==> config.mk <==
export PLATFORM = sky130hd
export DESIGN_NAME = drive_assist_servo_mapper_top_flat
export DESIGN_NICKNAME = d
export VERILOG_FILES = /design/src/sv/dasm_pkg.sv /design/src/sv/dasm_cmd_if.sv /design/src/sv/dasm_servo_if.sv /design/src/sv/drive_assist_servo_mapper_top.sv /design/src/sv/dasm_steer.sv /design/src/sv/dasm_map.sv /design/src/flat_wrapper.sv
export SDC_FILE = /design/constraint.sdc
export NUM_CORES = 2
export LEC_CHECK = 0
export ABC_AREA = 1
export BUFFER_PORTS_ARGS = -buffer_cell sky130_fd_sc_hd__buf_4
export CAP_MARGIN = 10
export CORE_MARGIN = 3
export CORE_UTILIZATION = 25
export CTS_CLUSTER_DIAMETER = 150
export CTS_CLUSTER_SIZE = 24
export DETAILED_ROUTE_END_ITERATION = 10
export PLACE_DENSITY_LB_ADDON = 0.05
export SLEW_MARGIN = 25
export SYNTH_ARGS = -nofsm -noshare
export SYNTH_HDL_FRONTEND = slang
export SYNTH_SLANG_ARGS = --single-unit
==> constraint.sdc <==
create_clock -name clk -period 14.6 [get_ports clk]
set_input_delay 1.46 -clock clk [delete_from_list [all_inputs] [get_ports clk]]
set_output_delay 1.46 -clock clk [all_outputs]
set_load 0.02 [all_outputs]
==> src/sv/dasm_pkg.sv <==
// Shared types and constants for the drive assist servo mapper.
// No dependencies; the top, dasm_steer, dasm_map and the testbench refer to this package.
package dasm_pkg;

	// Configuration register indexes, in port order
	typedef enum logic [2:0] {
		REG_SAFE_DISTANCE   = 3'd0,
		REG_MIN_DRIVE_INPUT = 3'd1,
		REG_MAX_STEER_STEP  = 3'd2,
		REG_LEFT_NEUTRAL    = 3'd3,
		REG_RIGHT_NEUTRAL   = 3'd4,
		REG_STEER_CENTER    = 3'd5,
		REG_STEER_HALF_SPAN = 3'd6,
		REG_REVERSE_FLAGS   = 3'd7
	} cfg_reg_t;

	// Load enables for the three mapping stages
	typedef struct packed {
		logic en_s3;
		logic en_s4;
		logic en_out;
	} map_en_t;

	localparam logic signed [7:0] CMD_MAX      = 8'sd100;
	localparam logic signed [7:0] CMD_MIN      = -8'sd100;
	localparam logic [7:0]        SERVO_MAX    = 8'd180;
	localparam int unsigned       DIV100_SHIFT = 23;
	// ceil(2^23 / 100): exact floor quotient for dividends below 91180
	localparam logic [16:0]       DIV100_RECIP = 17'd83887;

endpackage

==> src/sv/dasm_cmd_if.sv <==
// Command channel: drive, steering and front distance for one control tick.
// Depends on nothing.
interface dasm_cmd_if;
	logic              valid;
	logic              ready;
	logic signed [7:0] drive_cmd;
	logic signed [7:0] steer_cmd;
	logic [15:0]       front_distance;

	modport source (output valid, output drive_cmd, output steer_cmd,
		output front_distance, input ready);
	modport sink (input valid, input drive_cmd, input steer_cmd,
		input front_distance, output ready);
endinterface

==> src/sv/dasm_servo_if.sv <==
// Result channel: servo values, collision flag and applied steering.
// Depends on nothing.
interface dasm_servo_if;
	logic              valid;
	logic              ready;
	logic [7:0]        left_servo;
	logic [7:0]        right_servo;
	logic [7:0]        steer_servo;
	logic              collision_stop;
	logic signed [7:0] applied_steer;

	modport source (output valid, output left_servo, output right_servo,
		output steer_servo, output collision_stop, output applied_steer, input ready);
	modport sink (input valid, input left_servo, input right_servo,
		input steer_servo, input collision_stop, input applied_steer, output ready);
endinterface

==> src/sv/drive_assist_servo_mapper_top.sv <==
// Drive assist servo mapper. Takes one command transfer per clock while the pipeline
// can advance and returns one result transfer per command, in order, through its
// register stages (input register, gate and slew stage, product stage, division-by-100
// stage, result register). Every stage holds under back-pressure and bubbles are
// squeezed out, so a full pipeline holds five commands before ready drops. The
// steering slew limiter feeds back on itself through last_steer_q, which is what lets
// commands follow one another without a gap. Registers are written through the plain
// write port and must only change while no command is in flight.
module drive_assist_servo_mapper_top (
	input  logic                 clk,
	input  logic                 arst_n,
	dasm_cmd_if.sink             cmd,
	dasm_servo_if.source         servo,
	input  logic                 cfg_we,
	input  logic [2:0]           cfg_idx,
	input  logic [15:0]          cfg_wdata
);

	logic [15:0] safe_distance_q;
	logic [6:0]  min_drive_q;
	logic [7:0]  max_step_q;
	logic [7:0]  left_neutral_q;
	logic [7:0]  right_neutral_q;
	logic [7:0]  steer_center_q;
	logic [6:0]  steer_half_span_q;
	logic [2:0]  reverse_flags_q;

	always_ff @(posedge clk or negedge arst_n) begin
		if (!arst_n) begin
			safe_distance_q   <= 16'd200;
			min_drive_q       <= 7'd5;
			max_step_q        <= 8'd10;
			left_neutral_q    <= 8'd94;
			right_neutral_q   <= 8'd90;
			steer_center_q    <= 8'd97;
			steer_half_span_q <= 7'd25;
			reverse_flags_q   <= 3'd6;
		end else if (cfg_we) begin
			case (dasm_pkg::cfg_reg_t'(cfg_idx))
				dasm_pkg::REG_SAFE_DISTANCE:   safe_distance_q   <= cfg_wdata;
				dasm_pkg::REG_MIN_DRIVE_INPUT: min_drive_q       <= cfg_wdata[6:0];
				dasm_pkg::REG_MAX_STEER_STEP:  max_step_q        <= cfg_wdata[7:0];
				dasm_pkg::REG_LEFT_NEUTRAL:    left_neutral_q    <= cfg_wdata[7:0];
				dasm_pkg::REG_RIGHT_NEUTRAL:   right_neutral_q   <= cfg_wdata[7:0];
				dasm_pkg::REG_STEER_CENTER:    steer_center_q    <= cfg_wdata[7:0];
				dasm_pkg::REG_STEER_HALF_SPAN: steer_half_span_q <= cfg_wdata[6:0];
				dasm_pkg::REG_REVERSE_FLAGS:   reverse_flags_q   <= cfg_wdata[2:0];
				default: ;
			endcase
		end
	end

	// Pipeline occupancy and per-stage advance
	logic v_s1, v_s2, v_s3, v_s4, v_out_q;
	logic rdy1, rdy2, rdy3, rdy4, rdy5;

	assign rdy5 = !v_out_q || servo.ready;
	assign rdy4 = !v_s4 || rdy5;
	assign rdy3 = !v_s3 || rdy4;
	assign rdy2 = !v_s2 || rdy3;
	assign rdy1 = !v_s1 || rdy2;
	assign cmd.ready = rdy1;

	always_ff @(posedge clk or negedge arst_n) begin
		if (!arst_n) begin
			v_s1    <= 1'b0;
			v_s2    <= 1'b0;
			v_s3    <= 1'b0;
			v_s4    <= 1'b0;
			v_out_q <= 1'b0;
		end else begin
			if (rdy1) v_s1 <= cmd.valid;
			if (rdy2) v_s2 <= v_s1;
			if (rdy3) v_s3 <= v_s2;
			if (rdy4) v_s4 <= v_s3;
			if (rdy5) v_out_q <= v_s4;
		end
	end

	logic signed [7:0] drive_cmd_s1, steer_cmd_s1;
	logic [15:0]       dist_s1;

	always_ff @(posedge clk) begin
		if (rdy1 && cmd.valid) begin
			drive_cmd_s1 <= cmd.drive_cmd;
			steer_cmd_s1 <= cmd.steer_cmd;
			dist_s1      <= cmd.front_distance;
		end
	end

	logic signed [7:0] drive_s2, steer_s2;
	logic              cut_s2;

	dasm_steer u_steer (
		.clk            (clk),
		.arst_n         (arst_n),
		.load           (rdy2 && v_s1),
		.drive_cmd      (drive_cmd_s1),
		.steer_cmd      (steer_cmd_s1),
		.front_distance (dist_s1),
		.safe_distance  (safe_distance_q),
		.min_drive      (min_drive_q),
		.max_step       (max_step_q),
		.drive_s2       (drive_s2),
		.steer_s2       (steer_s2),
		.cut_s2         (cut_s2)
	);

	dasm_pkg::map_en_t map_en;
	assign map_en.en_s3  = rdy3 && v_s2;
	assign map_en.en_s4  = rdy4 && v_s3;
	assign map_en.en_out = rdy5 && v_s4;

	// carry flag and applied steering alongside the mapping stages
	logic              cut_s3, cut_s4, cut_q;
	logic signed [7:0] steer_s3, steer_s4, steer_q;

	always_ff @(posedge clk) begin
		if (map_en.en_s3) begin
			cut_s3   <= cut_s2;
			steer_s3 <= steer_s2;
		end
		if (map_en.en_s4) begin
			cut_s4   <= cut_s3;
			steer_s4 <= steer_s3;
		end
		if (map_en.en_out) begin
			cut_q   <= cut_s4;
			steer_q <= steer_s4;
		end
	end

	logic signed [9:0] steer_lo, steer_hi, steer_mid;
	assign steer_mid = $signed({2'b00, steer_center_q});
	assign steer_lo  = steer_mid - $signed({3'b000, steer_half_span_q});
	assign steer_hi  = steer_mid + $signed({3'b000, steer_half_span_q});

	logic [7:0] left_q, right_q, steer_servo_q;

	dasm_map u_map_left (
		.clk     (clk),
		.en      (map_en),
		.v       (drive_s2),
		.lo      (10'sd0),
		.stop    ($signed({2'b00, left_neutral_q})),
		.hi      (10'sd180),
		.rev     (reverse_flags_q[0]),
		.servo_q (left_q)
	);

	dasm_map u_map_right (
		.clk     (clk),
		.en      (map_en),
		.v       (drive_s2),
		.lo      (10'sd0),
		.stop    ($signed({2'b00, right_neutral_q})),
		.hi      (10'sd180),
		.rev     (reverse_flags_q[1]),
		.servo_q (right_q)
	);

	dasm_map u_map_steer (
		.clk     (clk),
		.en      (map_en),
		.v       (steer_s2),
		.lo      (steer_lo),
		.stop    (steer_mid),
		.hi      (steer_hi),
		.rev     (reverse_flags_q[2]),
		.servo_q (steer_servo_q)
	);

	assign servo.valid          = v_out_q;
	assign servo.left_servo     = left_q;
	assign servo.right_servo    = right_q;
	assign servo.steer_servo    = steer_servo_q;
	assign servo.collision_stop = cut_q;
	assign servo.applied_steer  = steer_q;

	logic [7:0] left_neutral_sat;
	assign left_neutral_sat = (left_neutral_q > dasm_pkg::SERVO_MAX) ? dasm_pkg::SERVO_MAX
		: left_neutral_q;

	a_cut_left_at_stop: assert property (@(posedge clk) disable iff (!arst_n)
		servo.valid && servo.collision_stop |-> servo.left_servo == left_neutral_sat)
		else $error("left servo not at stop under collision stop");

	a_stall_only_when_full: assert property (@(posedge clk) disable iff (!arst_n)
		!cmd.ready |-> v_s1 && v_s2 && v_s3 && v_s4 && v_out_q && !servo.ready)
		else $error("command side stalled with a free pipeline stage");

	a_servo_range: assert property (@(posedge clk) disable iff (!arst_n)
		servo.valid |-> servo.left_servo <= dasm_pkg::SERVO_MAX
			&& servo.right_servo <= dasm_pkg::SERVO_MAX
			&& servo.steer_servo <= dasm_pkg::SERVO_MAX)
		else $error("servo value out of range");

endmodule

==> src/sv/dasm_steer.sv <==
// Command saturation, collision gate, steering deadband and slew limiter.
// Holds the last applied steering value. Uses dasm_pkg.
module dasm_steer (
	input  logic              clk,
	input  logic              arst_n,
	input  logic              load,
	input  logic signed [7:0] drive_cmd,
	input  logic signed [7:0] steer_cmd,
	input  logic [15:0]       front_distance,
	input  logic [15:0]       safe_distance,
	input  logic [6:0]        min_drive,
	input  logic [7:0]        max_step,
	output logic signed [7:0] drive_s2,
	output logic signed [7:0] steer_s2,
	output logic              cut_s2
);

	logic signed [7:0] last_steer_q;
	logic signed [7:0] drive_sat, steer_sat, drive_g, steer_req, steer_new;
	logic [7:0]        mag, adiff;
	logic signed [8:0] diff;
	logic signed [9:0] up, down, step_s;
	logic              cut;

	always_comb begin
		if (drive_cmd < dasm_pkg::CMD_MIN) begin
			drive_sat = dasm_pkg::CMD_MIN;
		end else if (drive_cmd > dasm_pkg::CMD_MAX) begin
			drive_sat = dasm_pkg::CMD_MAX;
		end else begin
			drive_sat = drive_cmd;
		end
		if (steer_cmd < dasm_pkg::CMD_MIN) begin
			steer_sat = dasm_pkg::CMD_MIN;
		end else if (steer_cmd > dasm_pkg::CMD_MAX) begin
			steer_sat = dasm_pkg::CMD_MAX;
		end else begin
			steer_sat = steer_cmd;
		end

		// the gate compares the saturated drive before the cut
		cut = ($signed({drive_sat[7], drive_sat}) > $signed({2'b00, min_drive}))
			&& (front_distance < safe_distance);
		drive_g = cut ? 8'sd0 : drive_sat;
		mag = drive_g[7] ? 8'(-drive_g) : drive_g;
		steer_req = (mag < {1'b0, min_drive}) ? 8'sd0 : steer_sat;

		diff = {steer_req[7], steer_req} - {last_steer_q[7], last_steer_q};
		adiff = diff[8] ? 8'(-diff) : diff[7:0];
		step_s = $signed({2'b00, max_step});
		up = {{2{last_steer_q[7]}}, last_steer_q} + step_s;
		down = {{2{last_steer_q[7]}}, last_steer_q} - step_s;

		if (adiff > max_step) begin
			if (!diff[8]) begin
				steer_new = (up > 10'sd100) ? dasm_pkg::CMD_MAX : up[7:0];
			end else begin
				steer_new = (down < -10'sd100) ? dasm_pkg::CMD_MIN : down[7:0];
			end
		end else begin
			steer_new = steer_req;
		end
	end

	always_ff @(posedge clk or negedge arst_n) begin
		if (!arst_n) begin
			last_steer_q <= '0;
		end else if (load) begin
			last_steer_q <= steer_new;
		end
	end

	always_ff @(posedge clk) begin
		if (load) begin
			drive_s2 <= drive_g;
			steer_s2 <= steer_new;
			cut_s2   <= cut;
		end
	end

	logic signed [9:0] last_w;
	assign last_w = {{2{last_steer_q[7]}}, last_steer_q};

	a_last_tracks_applied: assert property (@(posedge clk) disable iff (!arst_n)
		load |=> last_steer_q == steer_s2)
		else $error("last steering does not match applied value");

	a_slew_bound: assert property (@(posedge clk) disable iff (!arst_n)
		load |=> ((last_w - $past(last_w)) <= $signed({2'b00, $past(max_step)}))
			&& ((last_w - $past(last_w)) >= -$signed({2'b00, $past(max_step)})))
		else $error("steering moved more than the step limit");

	a_cut_zero_drive: assert property (@(posedge clk) disable iff (!arst_n)
		load |=> !cut_s2 || drive_s2 == 8'sd0)
		else $error("drive not zero under collision stop");

endmodule

==> src/sv/dasm_map.sv <==
// Piecewise-linear servo mapping for one channel, three register stages:
// product, reciprocal division by 100, offset and saturation. Uses dasm_pkg.
module dasm_map (
	input  logic                clk,
	input  dasm_pkg::map_en_t   en,
	input  logic signed [7:0]   v,
	input  logic signed [9:0]   lo,
	input  logic signed [9:0]   stop,
	input  logic signed [9:0]   hi,
	input  logic                rev,
	output logic [7:0]          servo_q
);

	logic [7:0]         mult;
	logic signed [10:0] delta;
	logic signed [9:0]  base;
	logic signed [19:0] prod;
	logic [15:0]        prod_abs;

	logic [15:0]        abs_s3;
	logic               neg_s3;
	logic signed [9:0]  base_s3;
	logic [32:0]        scaled;
	logic [9:0]         quot_s4;
	logic               neg_s4;
	logic signed [9:0]  base_s4;
	logic signed [11:0] res;

	always_comb begin
		if (!v[7]) begin
			mult  = v;
			delta = rev ? ({lo[9], lo} - {stop[9], stop}) : ({hi[9], hi} - {stop[9], stop});
			base  = stop;
		end else begin
			mult  = 8'(v + 8'sd100);
			delta = rev ? ({stop[9], stop} - {hi[9], hi}) : ({stop[9], stop} - {lo[9], lo});
			base  = rev ? hi : lo;
		end
		prod = $signed({1'b0, mult}) * delta;
		// truncation toward zero: divide the magnitude, reapply the sign
		prod_abs = prod[19] ? 16'(-prod) : prod[15:0];
	end

	assign scaled = abs_s3 * dasm_pkg::DIV100_RECIP;

	always_comb begin
		res = {{2{base_s4[9]}}, base_s4}
			+ (neg_s4 ? -$signed({2'b00, quot_s4}) : $signed({2'b00, quot_s4}));
	end

	always_ff @(posedge clk) begin
		if (en.en_s3) begin
			abs_s3  <= prod_abs;
			neg_s3  <= prod[19];
			base_s3 <= base;
		end
		if (en.en_s4) begin
			quot_s4 <= scaled[dasm_pkg::DIV100_SHIFT +: 10];
			neg_s4  <= neg_s3;
			base_s4 <= base_s3;
		end
		if (en.en_out) begin
			if (res < 12'sd0) begin
				servo_q <= 8'd0;
			end else if (res > $signed({4'b0000, dasm_pkg::SERVO_MAX})) begin
				servo_q <= dasm_pkg::SERVO_MAX;
			end else begin
				servo_q <= res[7:0];
			end
		end
	end

endmodule

==> src/flat_wrapper.sv <==
// flat-port wrapper written by rule: the top's interface ports become plain ports
module drive_assist_servo_mapper_top_flat 
  (clk, arst_n, cfg_we, cfg_idx, cfg_wdata, cmd_valid, cmd_drive_cmd, cmd_steer_cmd, cmd_front_distance, cmd_ready, servo_valid, servo_left_servo, servo_right_servo, servo_steer_servo, servo_collision_stop, servo_applied_steer, servo_ready);
  dasm_cmd_if cmd_i ();
  dasm_servo_if servo_i ();
  input  logic clk;
  input  logic arst_n;
  input  logic cfg_we;
  input  logic [2:0] cfg_idx;
  input  logic [15:0] cfg_wdata;
  input wire logic [$bits(cmd_i.valid)-1:0] cmd_valid;
  input wire logic [$bits(cmd_i.drive_cmd)-1:0] cmd_drive_cmd;
  input wire logic [$bits(cmd_i.steer_cmd)-1:0] cmd_steer_cmd;
  input wire logic [$bits(cmd_i.front_distance)-1:0] cmd_front_distance;
  output wire logic [$bits(cmd_i.ready)-1:0] cmd_ready;
  output wire logic [$bits(servo_i.valid)-1:0] servo_valid;
  output wire logic [$bits(servo_i.left_servo)-1:0] servo_left_servo;
  output wire logic [$bits(servo_i.right_servo)-1:0] servo_right_servo;
  output wire logic [$bits(servo_i.steer_servo)-1:0] servo_steer_servo;
  output wire logic [$bits(servo_i.collision_stop)-1:0] servo_collision_stop;
  output wire logic [$bits(servo_i.applied_steer)-1:0] servo_applied_steer;
  input wire logic [$bits(servo_i.ready)-1:0] servo_ready;
  assign cmd_i.valid = cmd_valid;
  assign cmd_i.drive_cmd = cmd_drive_cmd;
  assign cmd_i.steer_cmd = cmd_steer_cmd;
  assign cmd_i.front_distance = cmd_front_distance;
  assign cmd_ready = cmd_i.ready;
  assign servo_valid = servo_i.valid;
  assign servo_left_servo = servo_i.left_servo;
  assign servo_right_servo = servo_i.right_servo;
  assign servo_steer_servo = servo_i.steer_servo;
  assign servo_collision_stop = servo_i.collision_stop;
  assign servo_applied_steer = servo_i.applied_steer;
  assign servo_i.ready = servo_ready;
  drive_assist_servo_mapper_top u_core (.clk(clk), .arst_n(arst_n), .cmd(cmd_i), .servo(servo_i), .cfg_we(cfg_we), .cfg_idx(cfg_idx), .cfg_wdata(cfg_wdata));
endmodule
# Word level (Yosys, flattened, before mapping)
# Index checks and enable logic that the tools add are counted.
[classes] addsub=28 n_mul=6 n_lt_le_gt_ge=16 n_eq_ne=7 mux=38 n_reduce_logical=28
[op_table] cell="$mux 8" count=22
[op_table] cell="$mul 16x17->33 const B" count=3
[op_table] cell="$mux 11" count=9
[op_table] cell="$mul 9x11->20" count=3
[op_table] cell="$mux 16" count=3
[op_table] cell="$neg 16->16" count=3
[op_table] cell="$add 12x12->12" count=3
[op_table] cell="$gt 12x9->1 const B" count=3
[op_table] cell="$lt 12x1->1 const B" count=3
[op_table] cell="$mux 12" count=3
[op_table] cell="$neg 10->12" count=3
[op_table] cell="$sub 9x9->10" count=2
[op_table] cell="$sub 1x8->9 const A" count=2
[op_table] cell="$sub 8x8->9 const A" count=2
[op_table] cell="$sub 8x8->9 const B" count=2
[op_table] cell="$add 8x8->8 const B" count=2
[op_table] cell="$gt 8x8->1" count=2
[op_table] cell="$gt 8x8->1 const B" count=2
[op_table] cell="$lt 16x16->1" count=1
[op_table] cell="$lt 8x8->1 const B" count=2
[op_table] cell="$neg 8->8" count=2
[op_table] cell="$reduce_and 2->1" count=8
[op_table] cell="$eq 3x3->1 const B" count=4
[op_table] cell="$sub 10x9->11" count=1
[op_table] cell="17 further kinds" count=33
[totals] regBits=322 inputBits=56 output_inout_bits=35 word_cells=176

# Logic depth before layout (Yosys ltp)
[depth] word_depth=15 mapped_depth=56 mapped_depth_nobuf=53

# Cells and area by module
# Synthesis repeated with hierarchy kept, for this count alone.
[hier_totals] hier_cells=6052 hier_area_um2=48582.8
[modules_own_cells] module="dasm_map (u_core.u_map_steer)" n_inst=1 cells_each=1677 area_per_inst_um2=13286.5 seq_area_each_um2=1681.6
[modules_own_cells] module="dasm_map (u_core.u_map_right)" n_inst=1 cells_each=1695 area_per_inst_um2=13231.4 seq_area_each_um2=1681.6
[modules_own_cells] module="dasm_map (u_core.u_map_left)" n_inst=1 cells_each=1646 area_per_inst_um2=13122.6 seq_area_each_um2=1681.6
[modules_own_cells] module="drive_assist_servo_mapper_top" n_inst=1 cells_each=450 area_per_inst_um2=5108.6 seq_area_each_um2=3553.4
[modules_own_cells] module="dasm_steer" n_inst=1 cells_each=584 area_per_inst_um2=3833.7 seq_area_each_um2=710.7

# Least setup slack after synthesis
# No wires, ideal clock.
[synth_path] path_type="register to register" start="register u_core.steer_center_q[0]" end="register u_core.u_map_steer.abs_s3[10], data pin" setup_time_ns=0.264 arrival_ns=7.078 required_time_ns=14.336 path_slack_ns=7.258 path_stages_with_launch=41 path_buffers=1 period_less_slack_ns=7.342 path_cell_list="dfstp_2 inv_1 ha_1 inv_1 fa_1 nand3_2 nand2_1 nand2_1 nand2_1 a21oi_2 or2_2 nand2_1 inv_1 ha_1 a21oi_1 inv_1 a211oi_2 nand3_1 [5 not listed] inv_1 fa_1 inv_1 fa_1 inv_1 fa_1 ha_1 a21oi_1 nor2_1 a211oi_1 inv_1 a21oi_1 a21o_1 nand2_1 buf_2 inv_2 nand2_1 xor2_1"
[synth_between] elab_cells_between_ends=12 classes_between="add/sub (7); mul (1); mux (4)"
[synth_rtl] item="start: declaration" line_no="drive_assist_servo_mapper_top.sv:24" source="logic [7:0] steer_center_q;"
[synth_rtl] item="start signal: assignment" line_no="drive_assist_servo_mapper_top.sv:45" source="dasm_pkg::REG_STEER_CENTER: steer_center_q <= cfg_wdata[7:0];"
[synth_rtl] item="$add 8x7->9 or $sub 8x7->9 (tied branches)" line_no="drive_assist_servo_mapper_top.sv:136, drive_assist_servo_mapper_top.sv:135"
[synth_rtl] item="$sub 10x9->11, or another cell as far along" line_no="dasm_map.sv:32" source="delta = rev ? ({lo[9], lo} - {stop[9], stop}) : ({hi[9], hi} - {stop[9], stop});"
[synth_rtl] item="$mux 11 (on tied branches)" line_no="dasm_map.sv:32, dasm_map.sv:36"
[synth_rtl] item="$mux 11 *" line_no="dasm_map.sv:30" source="if (!v[7]) begin"
[synth_rtl] item="$mul 9x11->20 *" line_no="dasm_map.sv:39" source="prod = $signed({1'b0, mult}) * delta;"
[synth_rtl] item="net u_core.u_map_steer.prod[19]" line_no="dasm_map.sv:17" source="logic signed [19:0] prod;"
[synth_rtl] item="$mux 16 *" line_no="dasm_map.sv:41" source="prod_abs = prod[19] ? 16'(-prod) : prod[15:0];"
[synth_rtl] item="net u_core.u_map_steer.prod_abs[10]" line_no="dasm_map.sv:18" source="logic [15:0] prod_abs;"
[synth_rtl] item="end signal: assignment" line_no="dasm_map.sv:53" source="abs_s3 <= prod_abs;"
[synth_rtl] item="end: declaration" line_no="dasm_map.sv:20" source="logic [15:0] abs_s3;"
# The timed path passes the listed nets; every way through them passes the cells marked *.
# A chain may end at the register's enable or synchronous reset.

# Final worst setup path
[layout_path] start="register u_core.steer_center_q[0]" end="register u_core.u_map_steer.abs_s3[12], data pin"
[layout_between] elab_chain_len=7 elab_cells_between_ends=12 classes_between="add/sub (7); mul (1); mux (4)"
[layout_rtl] item="$add 8x7->9 or $sub 8x7->9 (tied branches)" line_no="drive_assist_servo_mapper_top.sv:136, drive_assist_servo_mapper_top.sv:135"
[layout_rtl] item="$sub 10x9->11, or another cell as far along" line_no="dasm_map.sv:32"
[layout_rtl] item="$mux 11 (on tied branches)" line_no="dasm_map.sv:32, dasm_map.sv:36"
[layout_rtl] item="$mux 11 *" line_no="dasm_map.sv:30"
[layout_rtl] item="$mul 9x11->20 *" line_no="dasm_map.sv:39"
[layout_rtl] item="$neg 16->16" line_no="dasm_map.sv:41"
[layout_rtl] item="$mux 16 *" line_no="dasm_map.sv:41"
[layout_rtl] item="net u_core.u_map_steer.prod_abs[12]" line_no="dasm_map.sv:18"
# Marks and branches as above.

==> impl_metrics.tcl <==
set metrics [dict create \
    die-area_um2 179000 \
    synthArstFlopShare_pct 24.8 \
    cts.repair.resized 0 \
    cp-endpoint "u_core.u_map_steer.abs_s3[12]$_DFFE_PP_" \
    wirelength_um 122000 \
    crit_start "u_core.steer_center_q[0]$_DFFE_PN1P_" \
    drt-pass1-iter-count 7 \
    timing.rr.end "u_core.u_map_steer.abs_s3[12]$_DFFE_PP_" \
    post_cts.repair.setup_buffers 0 \
    rsz0062_at_grt "false" \
    synthFlopType "edfxtp_1" \
    slew_headroom_pct 35.4 \
    path_clk_slew_ns 0.11 \
    core_um2 172000 \
    grt-ovfl-total 0 \
    final-instance-count-excl-fill 7341 \
    final_core_utilization_pct 27.5 \
    cp.arrival_ns 8.75 \
    h-tree-depth 1 \
    route.detailed.drc 0 \
    die_h_um 423 \
    crit_family "adder cells" \
    cpMostUsedCell "inv_1" \
    worstMarginPinSlew_ns 0.965 \
    r2r_slack_ns 6.17 \
    max_stage_delay_ns 0.71 \
    hold_class "reg -> reg" \
    status "finished, final reports clean" \
    grt_max_degree 60 \
    dp_cells 7308 \
    die_w_um 423 \
    drtIter0Drc 1383 \
    postSynthCellCount 4946 \
    grt_pass1_vias 33800 \
    post_drt_wl_per_cell_um 16.7 \
    start_util_pct 25.2 \
    cts_hold_buf 0 \
    synth_seq_cells 314 \
    place_hpwl_um 105000 \
    synth.distinct_cells 70 \
    setup_viol 0 \
    antenna_found_initial 2 \
    path_max_fanout 11 \
    reg2reg_from "u_core.steer_center_q[0]$_DFFE_PN1P_" \
    startpoint_type "register" \
    row_count 152 \
    globalplace.congestion 0.791 \
    nets 6246 \
    num_vias 31000 \
    ant_nets 0 \
    cp_num_buf_inv 8 \
    whs_ns 0.419 \
    ys_warn_count 0 \
    syn_nets 6174 \
    yosysSeqAreaShare_pct 20.9 \
    syn2layout_area_growth_pct 9.25 \
    path_depth 38 \
    hold_violations 0 \
    period_share_pct 57.7 \
    setup.worst_path.end_class "register" \
    synth-edff-count 236 \
    grt_pass1_wl_um 197000 \
    track_usage_pct 14.0 \
    cp.required_ns 14.92 \
    fmax_ghz 0.119 \
    clk_path_buf_depth 3 \
    reg2reg_depth 38 \
    tns_ns 0 \
    final_layout_size_suffix_gt1_share_pct 4.71 \
    io_pins 91 \
    port_buffers 90 \
    critPathKind "reg -> reg" \
    clock_latency_ns 0.59 \
    cts_tree "built" \
    syn_area_um2 43400 \
    finalCriticalPeriod_ns 8.43 \
    syn_area_per_cell_um2 8.78 \
    clock_sinks 314 \
    cts-root-buf "clkbuf_16" \
    drv_cap 0 \
    vias_per_cell 4.22 \
    cp_slowest_cell "fa_1" \
    cts_buffers 18 \
    drv_slew 0 \
    final.setup_skew_ns 0.0226 \
]
[cell families after synthesis]
| kind of cell | share of synthesized area, % |
|---|---|
| AOI/OAI and AO/OA | 8.48 |
| buffers and inverters | 11.0 |
| adders and majority gates | 42.5 |
| and+or+nand+nor | 13.0 |
| xor gates and xnor gates | 4.23 |
| DFF | 20.9 |
[sequential cells by signal, indices dropped and copies added (netlist names), 10 cells and up]
name and count:
u_core.dist_s1 16, u_core.safe_distance_q 16, u_core.u_map_left.abs_s3 16, u_core.u_map_right.abs_s3 16
u_core.u_map_steer.abs_s3 16, u_core.u_map_left.quot_s4 10, u_core.u_map_right.quot_s4 10, u_core.u_map_steer.base_s3 10
u_core.u_map_steer.base_s4 10, u_core.u_map_steer.quot_s4 10
[layout by cell type, fill, tap and decap left out, types with 19 or more instances in the layout]
| cell type | count |
|---|---|
| ha_1 | 671 |
| nor2_1 | 376 |
| clkbuf_16 | 19 |
| dfstp_2 | 24 |
| edfxtp_1 | 236 |
| a21oi_1 | 258 |
| xor2_1 | 143 |
| o21ai_0 | 217 |
| buf_4 | 107 |
| nand4_1 | 22 |
| inv_1 | 1175 |
| fa_1 | 501 |
| a31oi_1 | 25 |
| a21o_1 | 20 |
| nor3_1 | 45 |
| nand2_1 | 699 |
| dfrtp_1 | 54 |
| nand3_1 | 141 |
| xnor2_1 | 61 |
| o21bai_1 | 23 |
[how the worst min path moves through the flow]
stage	from	end	slack, ns	depth (start not counted)
after detailed placement	u_core.cut_s3$_DFFE_PP_	u_core.cut_s4$_DFFE_PP_	0.40	0
final	u_core.u_map_steer.base_s3[6]$_DFFE_PP_	u_core.u_map_steer.base_s4[6]$_DFFE_PP_	0.42	0
after global routing	u_core.steer_s3[0]$_DFFE_PP_	u_core.steer_s4[0]$_DFFE_PP_	0.43	0
after global placement	u_core.u_map_right.neg_s3$_DFFE_PP_	u_core.u_map_right.neg_s4$_DFFE_PP_	0.40	0
after CTS	u_core.u_map_steer.base_s3[6]$_DFFE_PP_	u_core.u_map_steer.base_s4[6]$_DFFE_PP_	0.42	0
after floorplan	u_core.u_steer.cut_s2$_DFFE_PP_	u_core.cut_s3$_DFFE_PP_	0.40	0
[metal layers]
metal / GRT usage (%) / vias up / wire length [um]
li1: - / 15700 / -
met1: 20.0 / 15000 / 61400
met2: 23.7 / 238 / 57200
met3: 0.982 / 42 / 2430
met4: 1.65 / 0 / 1290
met5: 0 / - / 0
[layout make-up]
cell class | instances | area, um^2
inverters | 1197 | 4500
repair buffers | 107 | 803
clock inverters | 6 | 62.6
multi-input cells | 3380 | 29600
clock buffers | 26 | 502
flip-flops and latches | 314 | 9070
diodes | 1 | 2.50
fillers | 18700 | 125000
well taps | 2310 | 2890
[metrics by stage]
stage / area, um^2 / worst slack (ns)
6_report: 47400 / 6.17
5_1_grt: 47400 / 5.37
4_1_cts: 47400 / 6.03
3_5_place_dp: 46800 / 6.09
3_3_place_gp: 46800 / 6.12
2_1_floorplan: 43400 / 7.26
[cell usage after synthesis, types with 4 or more instances]
library cell | instances | share of area (%)
a211oi_1 | 8 | 0.14
a21o_1 | 20 | 0.35
a21oi_1 | 258 | 3.0
a21oi_2 | 9 | 0.18
a221oi_1 | 6 | 0.12
a31oi_1 | 25 | 0.36
and3_1 | 4 | 0.058
buf_2 | 10 | 0.12
buf_4 | 5 | 0.086
clkbuf_1 | 35 | 0.30
clkinv_1 | 7 | 0.061
dfrtp_1 | 54 | 3.1
dfstp_2 | 24 | 1.5
edfxtp_1 | 236 | 16
fa_1 | 501 | 23
ha_1 | 671 | 19
inv_1 | 1177 | 10
inv_2 | 13 | 0.11
nand2_1 | 699 | 6.0
nand2_2 | 12 | 0.17
nand3_1 | 141 | 1.6
nand3_2 | 5 | 0.12
nand4_1 | 22 | 0.32
nor2_1 | 378 | 3.3
nor3_1 | 45 | 0.52
nor3_2 | 7 | 0.16
nor3b_1 | 4 | 0.069
nor4_1 | 7 | 0.10
o211ai_1 | 13 | 0.22
o21a_1 | 9 | 0.16
o21ai_0 | 217 | 2.5
o21ai_1 | 13 | 0.15
o21bai_1 | 23 | 0.40
o221ai_1 | 9 | 0.18
o22ai_1 | 5 | 0.072
o31ai_1 | 9 | 0.16
or2_1 | 7 | 0.10
or2_2 | 10 | 0.14
xnor2_1 | 61 | 1.2
xor2_1 | 143 | 2.9
Power is not shown: default switching activity piles up to over one toggle a cycle in this logic, so the estimate is an artifact.
